==> config.mk <==
export PLATFORM = sky130hd
export DESIGN_NAME = coil_frame_scanner_core
export DESIGN_NICKNAME = d
export VERILOG_FILES = /design/src/hdl/cfs_pkg.sv /design/src/hdl/cfs_frame_mem.sv /design/src/hdl/coil_frame_scanner_core.sv
export SDC_FILE = /design/constraint.sdc
export NUM_CORES = 1
export LEC_CHECK = 0
export ABC_AREA = 1
export BUFFER_PORTS_ARGS = -buffer_cell sky130_fd_sc_hd__buf_2
export CAP_MARGIN = 10
export CORE_AREA = 10 10 262 264
export CTS_BUF_LIST = sky130_fd_sc_hd__clkbuf_8
export DETAILED_ROUTE_END_ITERATION = 10
export DIE_AREA = 0 0 272 274
export PLACE_DENSITY = 0.62
export RECOVER_POWER = 50
export SYNTH_ARGS = -nofsm -noshare
export SYNTH_HDL_FRONTEND = slang
export SYNTH_SLANG_ARGS = --single-unit
==> constraint.sdc <==
create_clock -name clk_i -period 5.7 [get_ports clk_i]
set_input_delay 0.855 -clock clk_i [delete_from_list [all_inputs] [get_ports clk_i]]
set_output_delay 0.855 -clock clk_i [all_outputs]
set_load 0.02 [all_outputs]
==> src/hdl/cfs_pkg.sv <==
// shared constants, types and helper functions of the coil frame scanner
`default_nettype none

package cfs_pkg;

  // frame geometry
  localparam int COLUMNS    = 17;
  localparam int ROWS       = 6;
  localparam int ROWS_HALF  = (ROWS + 1) / 2;
  localparam int BANK_DEPTH = COLUMNS * ROWS_HALF;
  localparam int ADDR_W     = $clog2(BANK_DEPTH);
  localparam int NUM_BANKS  = 2;

  // field widths
  localparam int COL_W   = 5;
  localparam int ROW_W   = 3;
  localparam int LVL_W   = 4;
  localparam int CODE_W  = 3;
  localparam int WORD_W  = 2 * CODE_W;
  localparam int POWER_W = 14;
  localparam int GAP_W   = 8;
  localparam int CFG_W   = 14;
  localparam int IDX_W   = 2;

  // register indexes
  localparam logic [IDX_W-1:0] REG_POWER_LIMIT = 2'd0;
  localparam logic [IDX_W-1:0] REG_FRAME_GAP   = 2'd1;
  localparam logic [IDX_W-1:0] REG_GAP_EXTRA   = 2'd2;

  // register reset values
  localparam logic [POWER_W-1:0] POWER_LIMIT_RST = 14'd6000;
  localparam logic [6:0]         FRAME_GAP_RST   = 7'd70;

  // request modes
  localparam logic [1:0] MODE_WRITE = 2'd0;
  localparam logic [1:0] MODE_TICK  = 2'd1;
  localparam logic [1:0] MODE_FRAME = 2'd2;

  // pixel coding and budget
  localparam logic signed [4:0]  LVL_HI      = 5'sd3;
  localparam logic signed [4:0]  LVL_LO      = -5'sd3;
  localparam int                 POWER_SCALE = 10;
  localparam logic [POWER_W:0]   POWER_MAX   = 15'd16383;
  localparam logic [CODE_W-1:0]  NONNEG_BIT  = 3'(1 << 2);

  // store reset pattern: columns three to five hold -2
  localparam int                     RST_COL_LO = 3;
  localparam int                     RST_COL_HI = 5;
  localparam logic signed [LVL_W-1:0] RST_LEVEL = -4'sd2;

  // polarity rom, bit r set means row r is inverted
  localparam int ROM_COLS = 17;
  localparam int ROM_ROWS = 6;
  localparam int ROM_CW   = $clog2(ROM_COLS);
  localparam int ROM_RW   = $clog2(ROM_ROWS);
  localparam logic [ROM_ROWS-1:0] POL_NEG [ROM_COLS] = '{
    6'b101100, 6'b110010, 6'b100010, 6'b101000, 6'b110010, 6'b001101,
    6'b011111, 6'b110111, 6'b110110, 6'b111001, 6'b010011, 6'b011001,
    6'b111100, 6'b011110, 6'b011101, 6'b100110, 6'b011111
  };

  // scan operation carried to the coding stage
  typedef enum logic [1:0] {
    OP_IDLE,
    OP_GAP,
    OP_SEND
  } op_e;

  // frame store write request
  typedef struct packed {
    logic                    en;
    logic                    bank;
    logic [ADDR_W-1:0]       addr;
    logic signed [LVL_W-1:0] value;
  } cfs_wr_t;

  // frame store read request, both banks at one address
  typedef struct packed {
    logic              en;
    logic [ADDR_W-1:0] addr;
  } cfs_rd_req_t;

  // frame store read data
  typedef struct packed {
    logic signed [LVL_W-1:0] lvl_even;
    logic signed [LVL_W-1:0] lvl_odd;
    logic                    vld_even;
    logic                    vld_odd;
  } cfs_rd_t;

  // result of coding one pixel against the budget
  typedef struct packed {
    logic [POWER_W-1:0] power;
    logic [CODE_W-1:0]  code;
  } pix_res_t;

  // bank address of a column and row pair
  function automatic logic [ADDR_W-1:0] bank_addr(logic [COL_W-1:0] col,
                                                  logic [ROW_W-1:0] row);
    return ADDR_W'(int'(col) * ROWS_HALF + int'(row >> 1));
  endfunction

  // level of an entry never written since reset
  function automatic logic signed [LVL_W-1:0] reset_level(logic [COL_W-1:0] col);
    if (int'(col) >= RST_COL_LO && int'(col) <= RST_COL_HI && int'(col) < COLUMNS)
      return RST_LEVEL;
    return '0;
  endfunction

  // polarity lookup, positive outside the rom
  function automatic logic pol_neg(logic [COL_W-1:0] col, logic [ROW_W:0] row);
    if (int'(col) < ROM_COLS && int'(row) < ROM_ROWS)
      return POL_NEG[col[ROM_CW-1:0]][row[ROM_RW-1:0]];
    return 1'b0;
  endfunction

  // apply polarity and clamp to the coil range
  function automatic logic signed [CODE_W-1:0] clamp_lvl(logic signed [LVL_W-1:0] lvl,
                                                         logic neg);
    logic signed [4:0] v;
    v = $signed({lvl[LVL_W-1], lvl});
    if (neg) v = -v;
    if (v > LVL_HI) return LVL_HI[CODE_W-1:0];
    if (v < LVL_LO) return LVL_LO[CODE_W-1:0];
    return v[CODE_W-1:0];
  endfunction

  // power cost of one pixel of a given magnitude
  function automatic logic [6:0] power_cost(logic [1:0] mag);
    return 7'(int'(mag) * int'(mag) * POWER_SCALE);
  endfunction

  // code one clamped pixel and charge the budget
  function automatic pix_res_t code_pixel(logic [POWER_W-1:0] power,
                                          logic [POWER_W-1:0] limit,
                                          logic signed [CODE_W-1:0] v);
    pix_res_t          res;
    logic [CODE_W-1:0] a;
    logic [1:0]        mag;
    logic [POWER_W:0]  sum;
    a   = v[CODE_W-1] ? 3'(-v) : 3'(v);
    mag = a[1:0];
    sum = {1'b0, power} + 15'(power_cost(mag));
    if (power < limit) begin
      res.power = (sum > POWER_MAX) ? POWER_MAX[POWER_W-1:0] : sum[POWER_W-1:0];
      res.code  = v[CODE_W-1] ? {1'b0, mag} : (NONNEG_BIT | {1'b0, mag});
    end else begin
      res.power = power;
      res.code  = NONNEG_BIT;
    end
    return res;
  endfunction

endpackage

`default_nettype wire

==> src/hdl/cfs_frame_mem.sv <==
// two-bank frame store with registered reads and per-entry valid bits
`default_nettype none

module cfs_frame_mem (
  input  wire logic                clk_i,
  input  wire logic                rst_ni,
  input  wire cfs_pkg::cfs_wr_t     wr_i,
  input  wire cfs_pkg::cfs_rd_req_t rd_i,
  output cfs_pkg::cfs_rd_t          rd_o
);

  // even rows in bank 0, odd rows in bank 1
  logic signed [cfs_pkg::LVL_W-1:0] frame_mem [cfs_pkg::NUM_BANKS][cfs_pkg::BANK_DEPTH];
  logic [cfs_pkg::BANK_DEPTH-1:0]   vld_even_q;
  logic [cfs_pkg::BANK_DEPTH-1:0]   vld_odd_q;
  logic signed [cfs_pkg::LVL_W-1:0] rdata_even_q;
  logic signed [cfs_pkg::LVL_W-1:0] rdata_odd_q;
  logic                             rvld_even_q;
  logic                             rvld_odd_q;

  // memory write and registered read
  always_ff @(posedge clk_i) begin
    if (wr_i.en) begin
      frame_mem[wr_i.bank][wr_i.addr] <= wr_i.value;
    end
    if (rd_i.en) begin
      rdata_even_q <= frame_mem[0][rd_i.addr];
      rdata_odd_q  <= frame_mem[1][rd_i.addr];
    end
  end

  // valid bits, cleared at reset so unwritten entries read the reset pattern
  always_ff @(posedge clk_i or negedge rst_ni) begin
    if (!rst_ni) begin
      vld_even_q  <= '0;
      vld_odd_q   <= '0;
      rvld_even_q <= 1'b0;
      rvld_odd_q  <= 1'b0;
    end else begin
      if (wr_i.en && !wr_i.bank) vld_even_q[wr_i.addr] <= 1'b1;
      if (wr_i.en && wr_i.bank)  vld_odd_q[wr_i.addr]  <= 1'b1;
      if (rd_i.en) begin
        rvld_even_q <= vld_even_q[rd_i.addr];
        rvld_odd_q  <= vld_odd_q[rd_i.addr];
      end
    end
  end

  // read data out
  assign rd_o.lvl_even = rdata_even_q;
  assign rd_o.lvl_odd  = rdata_odd_q;
  assign rd_o.vld_even = rvld_even_q;
  assign rd_o.vld_odd  = rvld_odd_q;

endmodule

`default_nettype wire

==> src/hdl/coil_frame_scanner_core.sv <==
// top level of the coil frame scanner: scan control, pixel coding and result register
// a tick request is registered in the coding stage, then in the result register
// throughput: one request per cycle unless in_stall_o is high; the frame store reads
//   a row pair in one access; the coding stage updates the budget once per cycle
// reset: control state and config registers reset at once, payload registers do not;
//   the frame store valid bits clear so unwritten entries read the reset pattern
// no clearing pass follows reset, requests are taken from the first cycle
`default_nettype none

module coil_frame_scanner_core (
  input  wire logic                         clk_i,
  input  wire logic                         rst_ni,
  // request channel
  input  wire logic                         in_valid_i,
  output logic                              in_stall_o,
  input  wire logic [1:0]                   mode_i,
  input  wire logic [cfs_pkg::COL_W-1:0]    pixel_col_i,
  input  wire logic [cfs_pkg::ROW_W-1:0]    pixel_row_i,
  input  wire logic signed [cfs_pkg::LVL_W-1:0] pixel_value_i,
  input  wire logic                         link_ready_i,
  // result channel
  output logic                              out_valid_o,
  input  wire logic                         out_stall_i,
  output logic [cfs_pkg::WORD_W-1:0]        coil_word_o,
  output logic                              word_sent_o,
  output logic                              frame_done_o,
  // configuration port
  input  wire logic                         cfg_we_i,
  input  wire logic [cfs_pkg::IDX_W-1:0]    cfg_index_i,
  input  wire logic [cfs_pkg::CFG_W-1:0]    cfg_wdata_i
);

  typedef struct packed {
    cfs_pkg::op_e              op;
    logic [cfs_pkg::COL_W-1:0] col;
    logic [cfs_pkg::ROW_W-1:0] row;
    logic                      done;
  } stage_t;

  logic [cfs_pkg::POWER_W-1:0] power_limit_q;
  logic [6:0]                  frame_gap_q;
  logic                        gap_extra_q;

  logic [cfs_pkg::GAP_W-1:0]   gap_cnt_q, gap_cnt_d;
  logic [cfs_pkg::COL_W-1:0]   scan_col_q, scan_col_d;
  logic [cfs_pkg::ROW_W-1:0]   scan_row_q, scan_row_d;
  logic                        pending_q, pending_d;
  logic [cfs_pkg::POWER_W-1:0] power_q, power_d;

  logic                        s2_vld_q, s2_vld_d;
  stage_t                      s2_q, s2_d;
  logic                        out_vld_q, out_vld_d;
  logic [cfs_pkg::WORD_W-1:0]  word_q, word_d;
  logic                        sent_q, sent_d;
  logic                        done_q, done_d;

  logic                        out_free;
  logic                        s2_adv;
  logic                        in_acc;
  logic [cfs_pkg::ROW_W:0]     row_next;
  logic [cfs_pkg::ROW_W:0]     row_second;
  logic signed [cfs_pkg::LVL_W-1:0] lvl0, lvl1;
  cfs_pkg::pix_res_t           pix0, pix1;

  cfs_pkg::cfs_wr_t            mem_wr;
  cfs_pkg::cfs_rd_req_t        mem_rd;
  cfs_pkg::cfs_rd_t            mem_rdata;

  // handshake: the coding stage holds only while the result register is blocked
  assign out_free   = !out_vld_q || !out_stall_i;
  assign s2_adv     = s2_vld_q && out_free;
  assign in_stall_o = s2_vld_q && !out_free;
  assign in_acc     = in_valid_i && !in_stall_o;

  // configuration registers
  always_ff @(posedge clk_i or negedge rst_ni) begin
    if (!rst_ni) begin
      power_limit_q <= cfs_pkg::POWER_LIMIT_RST;
      frame_gap_q   <= cfs_pkg::FRAME_GAP_RST;
      gap_extra_q   <= 1'b0;
    end else if (cfg_we_i) begin
      unique case (cfg_index_i)
        cfs_pkg::REG_POWER_LIMIT: power_limit_q <= cfg_wdata_i[cfs_pkg::POWER_W-1:0];
        cfs_pkg::REG_FRAME_GAP:   frame_gap_q   <= cfg_wdata_i[6:0];
        cfs_pkg::REG_GAP_EXTRA:   gap_extra_q   <= cfg_wdata_i[0];
        default: ;
      endcase
    end
  end

  // frame store
  cfs_frame_mem u_frame_mem (
    .clk_i  (clk_i),
    .rst_ni (rst_ni),
    .wr_i   (mem_wr),
    .rd_i   (mem_rd),
    .rd_o   (mem_rdata)
  );

  // scan control: decode request, issue store access, advance scan position
  always_comb begin
    gap_cnt_d  = gap_cnt_q;
    scan_col_d = scan_col_q;
    scan_row_d = scan_row_q;
    pending_d  = pending_q;
    s2_d       = s2_q;
    s2_vld_d   = s2_vld_q && !s2_adv;
    row_next   = {1'b0, scan_row_q} + 4'd2;

    mem_wr.en    = 1'b0;
    mem_wr.bank  = pixel_row_i[0];
    mem_wr.addr  = cfs_pkg::bank_addr(pixel_col_i, pixel_row_i);
    mem_wr.value = pixel_value_i;
    mem_rd.en    = 1'b0;
    mem_rd.addr  = cfs_pkg::bank_addr(scan_col_q, scan_row_q);

    if (in_acc) begin
      unique case (mode_i)
        cfs_pkg::MODE_WRITE: begin
          mem_wr.en = (int'(pixel_col_i) < cfs_pkg::COLUMNS) &&
                      (int'(pixel_row_i) < cfs_pkg::ROWS);
        end
        cfs_pkg::MODE_FRAME: begin
          pending_d = 1'b1;
        end
        cfs_pkg::MODE_TICK: begin
          s2_vld_d  = 1'b1;
          s2_d.col  = scan_col_q;
          s2_d.row  = scan_row_q;
          s2_d.done = 1'b0;
          if (gap_cnt_q != '0) begin
            gap_cnt_d = gap_cnt_q - 8'd1;
            s2_d.op   = cfs_pkg::OP_GAP;
          end else if (pending_q && link_ready_i) begin
            s2_d.op   = cfs_pkg::OP_SEND;
            mem_rd.en = 1'b1;
            if (int'(row_next) >= cfs_pkg::ROWS) begin
              scan_row_d = '0;
              if (int'(scan_col_q) + 1 >= cfs_pkg::COLUMNS) begin
                scan_col_d = '0;
                gap_cnt_d  = {1'b0, frame_gap_q} + {7'd0, gap_extra_q};
                pending_d  = 1'b0;
                s2_d.done  = 1'b1;
              end else begin
                scan_col_d = scan_col_q + 5'd1;
              end
            end else begin
              scan_row_d = row_next[cfs_pkg::ROW_W-1:0];
            end
          end else begin
            s2_d.op = cfs_pkg::OP_IDLE;
          end
        end
        default: ;
      endcase
    end
  end

  // coding stage: resolve levels, apply polarity and budget, fill result register
  always_comb begin
    row_second = {1'b0, s2_q.row} + 4'd1;
    lvl0 = mem_rdata.vld_even ? mem_rdata.lvl_even : cfs_pkg::reset_level(s2_q.col);
    if (int'(row_second) >= cfs_pkg::ROWS) begin
      lvl1 = '0;
    end else begin
      lvl1 = mem_rdata.vld_odd ? mem_rdata.lvl_odd : cfs_pkg::reset_level(s2_q.col);
    end
    pix0 = cfs_pkg::code_pixel(power_q, power_limit_q,
             cfs_pkg::clamp_lvl(lvl0, cfs_pkg::pol_neg(s2_q.col, {1'b0, s2_q.row})));
    pix1 = cfs_pkg::code_pixel(pix0.power, power_limit_q,
             cfs_pkg::clamp_lvl(lvl1, cfs_pkg::pol_neg(s2_q.col, row_second)));

    power_d   = power_q;
    out_vld_d = out_vld_q && !(!out_stall_i);
    word_d    = word_q;
    sent_d    = sent_q;
    done_d    = done_q;
    if (s2_adv) begin
      out_vld_d = 1'b1;
      word_d    = '0;
      sent_d    = 1'b0;
      done_d    = 1'b0;
      case (s2_q.op)
        cfs_pkg::OP_GAP: begin
          power_d = '0;
        end
        cfs_pkg::OP_SEND: begin
          power_d = pix1.power;
          word_d  = {pix0.code, pix1.code};
          sent_d  = 1'b1;
          done_d  = s2_q.done;
        end
        default: ;
      endcase
    end
  end

  // control and state registers
  always_ff @(posedge clk_i or negedge rst_ni) begin
    if (!rst_ni) begin
      gap_cnt_q  <= '0;
      scan_col_q <= '0;
      scan_row_q <= '0;
      pending_q  <= 1'b1;
      power_q    <= '0;
      s2_vld_q   <= 1'b0;
      out_vld_q  <= 1'b0;
    end else begin
      gap_cnt_q  <= gap_cnt_d;
      scan_col_q <= scan_col_d;
      scan_row_q <= scan_row_d;
      pending_q  <= pending_d;
      power_q    <= power_d;
      s2_vld_q   <= s2_vld_d;
      out_vld_q  <= out_vld_d;
    end
  end

  // payload registers
  always_ff @(posedge clk_i) begin
    s2_q   <= s2_d;
    word_q <= word_d;
    sent_q <= sent_d;
    done_q <= done_d;
  end

  assign out_valid_o  = out_vld_q;
  assign coil_word_o  = word_q;
  assign word_sent_o  = sent_q;
  assign frame_done_o = done_q;

  // stall toward the request side comes only from a held coding stage
  a_stall_src: assert property (@(posedge clk_i) disable iff (!rst_ni)
    in_stall_o |-> s2_vld_q)
    else $error("request stalled with empty coding stage");

  // a held coding stage keeps its operation
  a_s2_hold: assert property (@(posedge clk_i) disable iff (!rst_ni)
    (s2_vld_q && !s2_adv) |=> (s2_vld_q && $stable(s2_q)))
    else $error("coding stage changed while held");

  // end of frame only on a transmitted word
  a_done_sent: assert property (@(posedge clk_i) disable iff (!rst_ni)
    (out_valid_o && frame_done_o) |-> word_sent_o)
    else $error("frame done without a word sent");

  // scan position stays on an even row inside the frame
  a_scan_pos: assert property (@(posedge clk_i) disable iff (!rst_ni)
    1'b1 |-> (!scan_row_q[0] && int'(scan_col_q) < cfs_pkg::COLUMNS))
    else $error("scan position out of frame");

endmodule

`default_nettype wire
==> impl_results.md <==
- Run status: finished, violations left
- Failing checks: max-capacitance violations, max-slew violations
- Final Hold Fails: 0
- Drt initial violations: 1885
- Final #Nets: 2866
- CTS tree: done
- Drt drc: 0
- Simple-gate share of the synthesized area: 16.78%
- TritonCTS Buffers: 98
- Drt total wl: 73.31 mm
- Routed len/inst: 19.86 um
- Max-slew violation count: 474
- Die Y-Extent: 274 um
- Ports: 46
- Register bit count reported by yosys: 592
- Final period utilization: 93.41%
- CP Data Required Time: 6320 ps
- Post-synth cell types: 50
- Synthesis-to-finish area growth: 12.33%
- GRT overflow: 0
- Via count: 20270
- Most frequent cells in the layout: edfxtp_1 (434), nor2_1 (411), nand2_1 (383), o21ai_0 (356), inv_1 (203)
- Die area: 74530 um^2
- Starting Density: 43.27%
- EDFF count, synth: 434
- Main combinational cell family by area after synthesis: simple AND/OR/NAND/NOR gates
- Synth top area share: 47.32%
- Synth Area in Compound Gates: 12.25%
- Post-Synth Adder-Cell Area: 3.789%
- Die W: 272 um
- Fin crit period: 5325 ps
- Synth Warn #: 0
- First-pass GRT wire length: 114.5 mm
- Synth top area cells: edfxtp_1 (47%), dfrtp_1 (13%), o21ai_0 (6.6%), nor2_1 (5.7%), nand2_1 (5.3%)
- CP Class: reg -> reg
- Clock sinks: 592
- Htree depth: 3
- Vias in the first global route: 20130
- XOR/XNOR Fraction of Synth Area: 0.8586%
- Syn Nets: 2805
- Clock tree buffer depth: 3
- Crit. End Element: register
- Main synth FF type: edfxtp_1
- Largest stage delay, worst path: 480 ps
- Number of max-cap violations: 8
- Post-synth ARST share: 26.69%
- Syn Std Cell Area: 27540 um^2
- Largest area contributor in the netlist: edfxtp_1
- Dpl cells: 3496
- Initial antenna violation count: 1
- Largest net degree at the start of global routing: 159
- Crit path top cell by count: nand2_1
- GP Congestion: 0.8601
- Root Driver: clkbuf_8
- Reg clk slew, reported paths: 60 ps
- Core area: 63650 um^2
- Clock Latency Late Sink: 730 ps
- Crit path max fanout: 6
- Final Skew: 49.68 ps
- Worst min path class: in -> reg
- Seq/Total Area, Yosys: 61.72%
- Syn Inst Count: 2688
- Most common cell after layout, fill and taps aside: edfxtp_1
- GRT Resource Usage Total: 19.40%
- CTS hold repair buffers: 0
- DP Wirelength: 47.40 mm
- FP Rows: 93
- Post-DR vias/cell: 5.489
- Slowest-stage cell, CP: edfxtp_1
- Peak Freq: 0.1878 GHz
- Drt pass-1 iters: 7
- Mean Syn Cell Area: 10.25 um^2
- Critical path arrival: 5950 ps
- Share of layout cells above drive strength 1: 13.90%
- Worst Max-Slew Pin Slew: 4861 ps
- Non-Filler Instances: 3692
- Worst Setup Start Kind: register
- Slew headroom: -224.1%
- Mux contribution to synthesized area: 0%
- PortBufs: 45
- Remaining antenna violation count after routing: 0
- Setup violators final: 0
-- registers in the layout (all words and copies together) (netlist names), 5 cells and up --
signal / flops
u_frame_mem.vld_odd_q: 51
power_limit_q: 14
s2_q: 10
frame_gap_q: 7
power_q: 14
coil_word_o: 6
u_frame_mem.vld_even_q: 51
u_frame_mem.frame_mem: 408
gap_cnt_q: 8
scan_col_q: 5
-- Yosys cell counts, types with 3 or more instances --
library cell / count
edfxtp_1: 434
nor2_1: 417
nand2_1: 388
o21ai_0: 362
inv_1: 186
dfrtp_1: 147
clkbuf_1: 115
nand3_1: 101
ha_1: 77
or2_2: 71
a21oi_1: 65
o22ai_1: 56
o221ai_1: 41
nand4_1: 25
o211ai_1: 24
a31oi_1: 19
nor3_1: 17
xor2_1: 15
o21ai_1: 14
nand2_2: 13
inv_2: 12
xnor2_1: 12
dfstp_2: 11
nand2_4: 6
nand3b_1: 5
nor2_2: 5
buf_1: 4
buf_2: 4
fa_1: 4
nor2_8: 4
o31ai_1: 4
buf_6: 3
nand3_2: 3
nor2_4: 3
-- final cells by class --
class / count / area (um^2)
fillers: 5839 / 32710
inverters: 201 / 767.0
diodes: 2 / 5.005
well taps: 855 / 1070
clock buffers: 123 / 1693
repair buffers: 88 / 546.8
clock inverters: 63 / 406.6
multi-input cells: 1768 / 9452
flip-flops and latches: 592 / 17000
-- layer usage --
| layer | wire, um | global-route usage (%) | up-vias |
|---|---|---|---|
| li1 | - | - | 9476 |
| met2 | 33790 | 30.91 | 733 |
| met3 | 5181 | 3.676 | 137 |
| met4 | 1952 | 6.228 | 0 |
| met5 | 0 | 0 | - |
| met1 | 32390 | 26.47 | 9921 |
-- cells by family after synthesis --
kind of cell,Yosys count
and+or+nand+nor,1061
adders and majority gates,81
xor gates and xnor gates,27
buffers and inverters,328
AOI/OAI and AO/OA,599
DFF,592
-- worst paths after layout --
path,slack [ps],startpoint,to,cells after the start
max in group asynchronous,960,rst_ni,u_frame_mem.vld_even_q[7],2
min in group asynchronous,1900,rst_ni,u_frame_mem.vld_odd_q[30],1
max,380,s2_q[4],power_q[13],43
min reg2reg,450,u_frame_mem.vld_odd_q[29],u_frame_mem.vld_odd_q[29],2
min,400,cfg_wdata_i[9],power_limit_q[9],3
max reg2reg,380,s2_q[4],power_q[13],43
-- worst max-delay path: cells and delay by family, from the launching register on --
kind	cells	cell delay, ps
flops	1	480
compound gates	8	950
fa+ha+maj	4	850
buf+inv	7	660
simple gates	24	2280
-- through the flow --
stage | hold slack (ps) | util, % | setup TNS (ps) | instance area, um^2 | setup WS, ps
2_1_floorplan | 427.4 | - | 0 | 27540 | 788.9
3_3_place_gp | 439.0 | 45.05 | 0 | 28680 | 268.2
3_5_place_dp | 446.3 | 45.05 | 0 | 28680 | 37.48
4_1_cts | 217.2 | 48.37 | 0 | 30790 | 33.56
5_1_grt | 387.8 | 48.61 | -89.82 | 30940 | -52.87
6_report | 403.0 | 48.61 | 0 | 30940 | 375.4
-- repair_timing --
item,4_1_cts,5_1_grt
resized for setup,2,38
pin swaps,0,12
endpoints found under the setup margin,1,17
buffers inserted,1,7
Power is left out: the tool's default activity adds up to more than one toggle a clock period on the data nets, which glitch-free logic cannot reach.
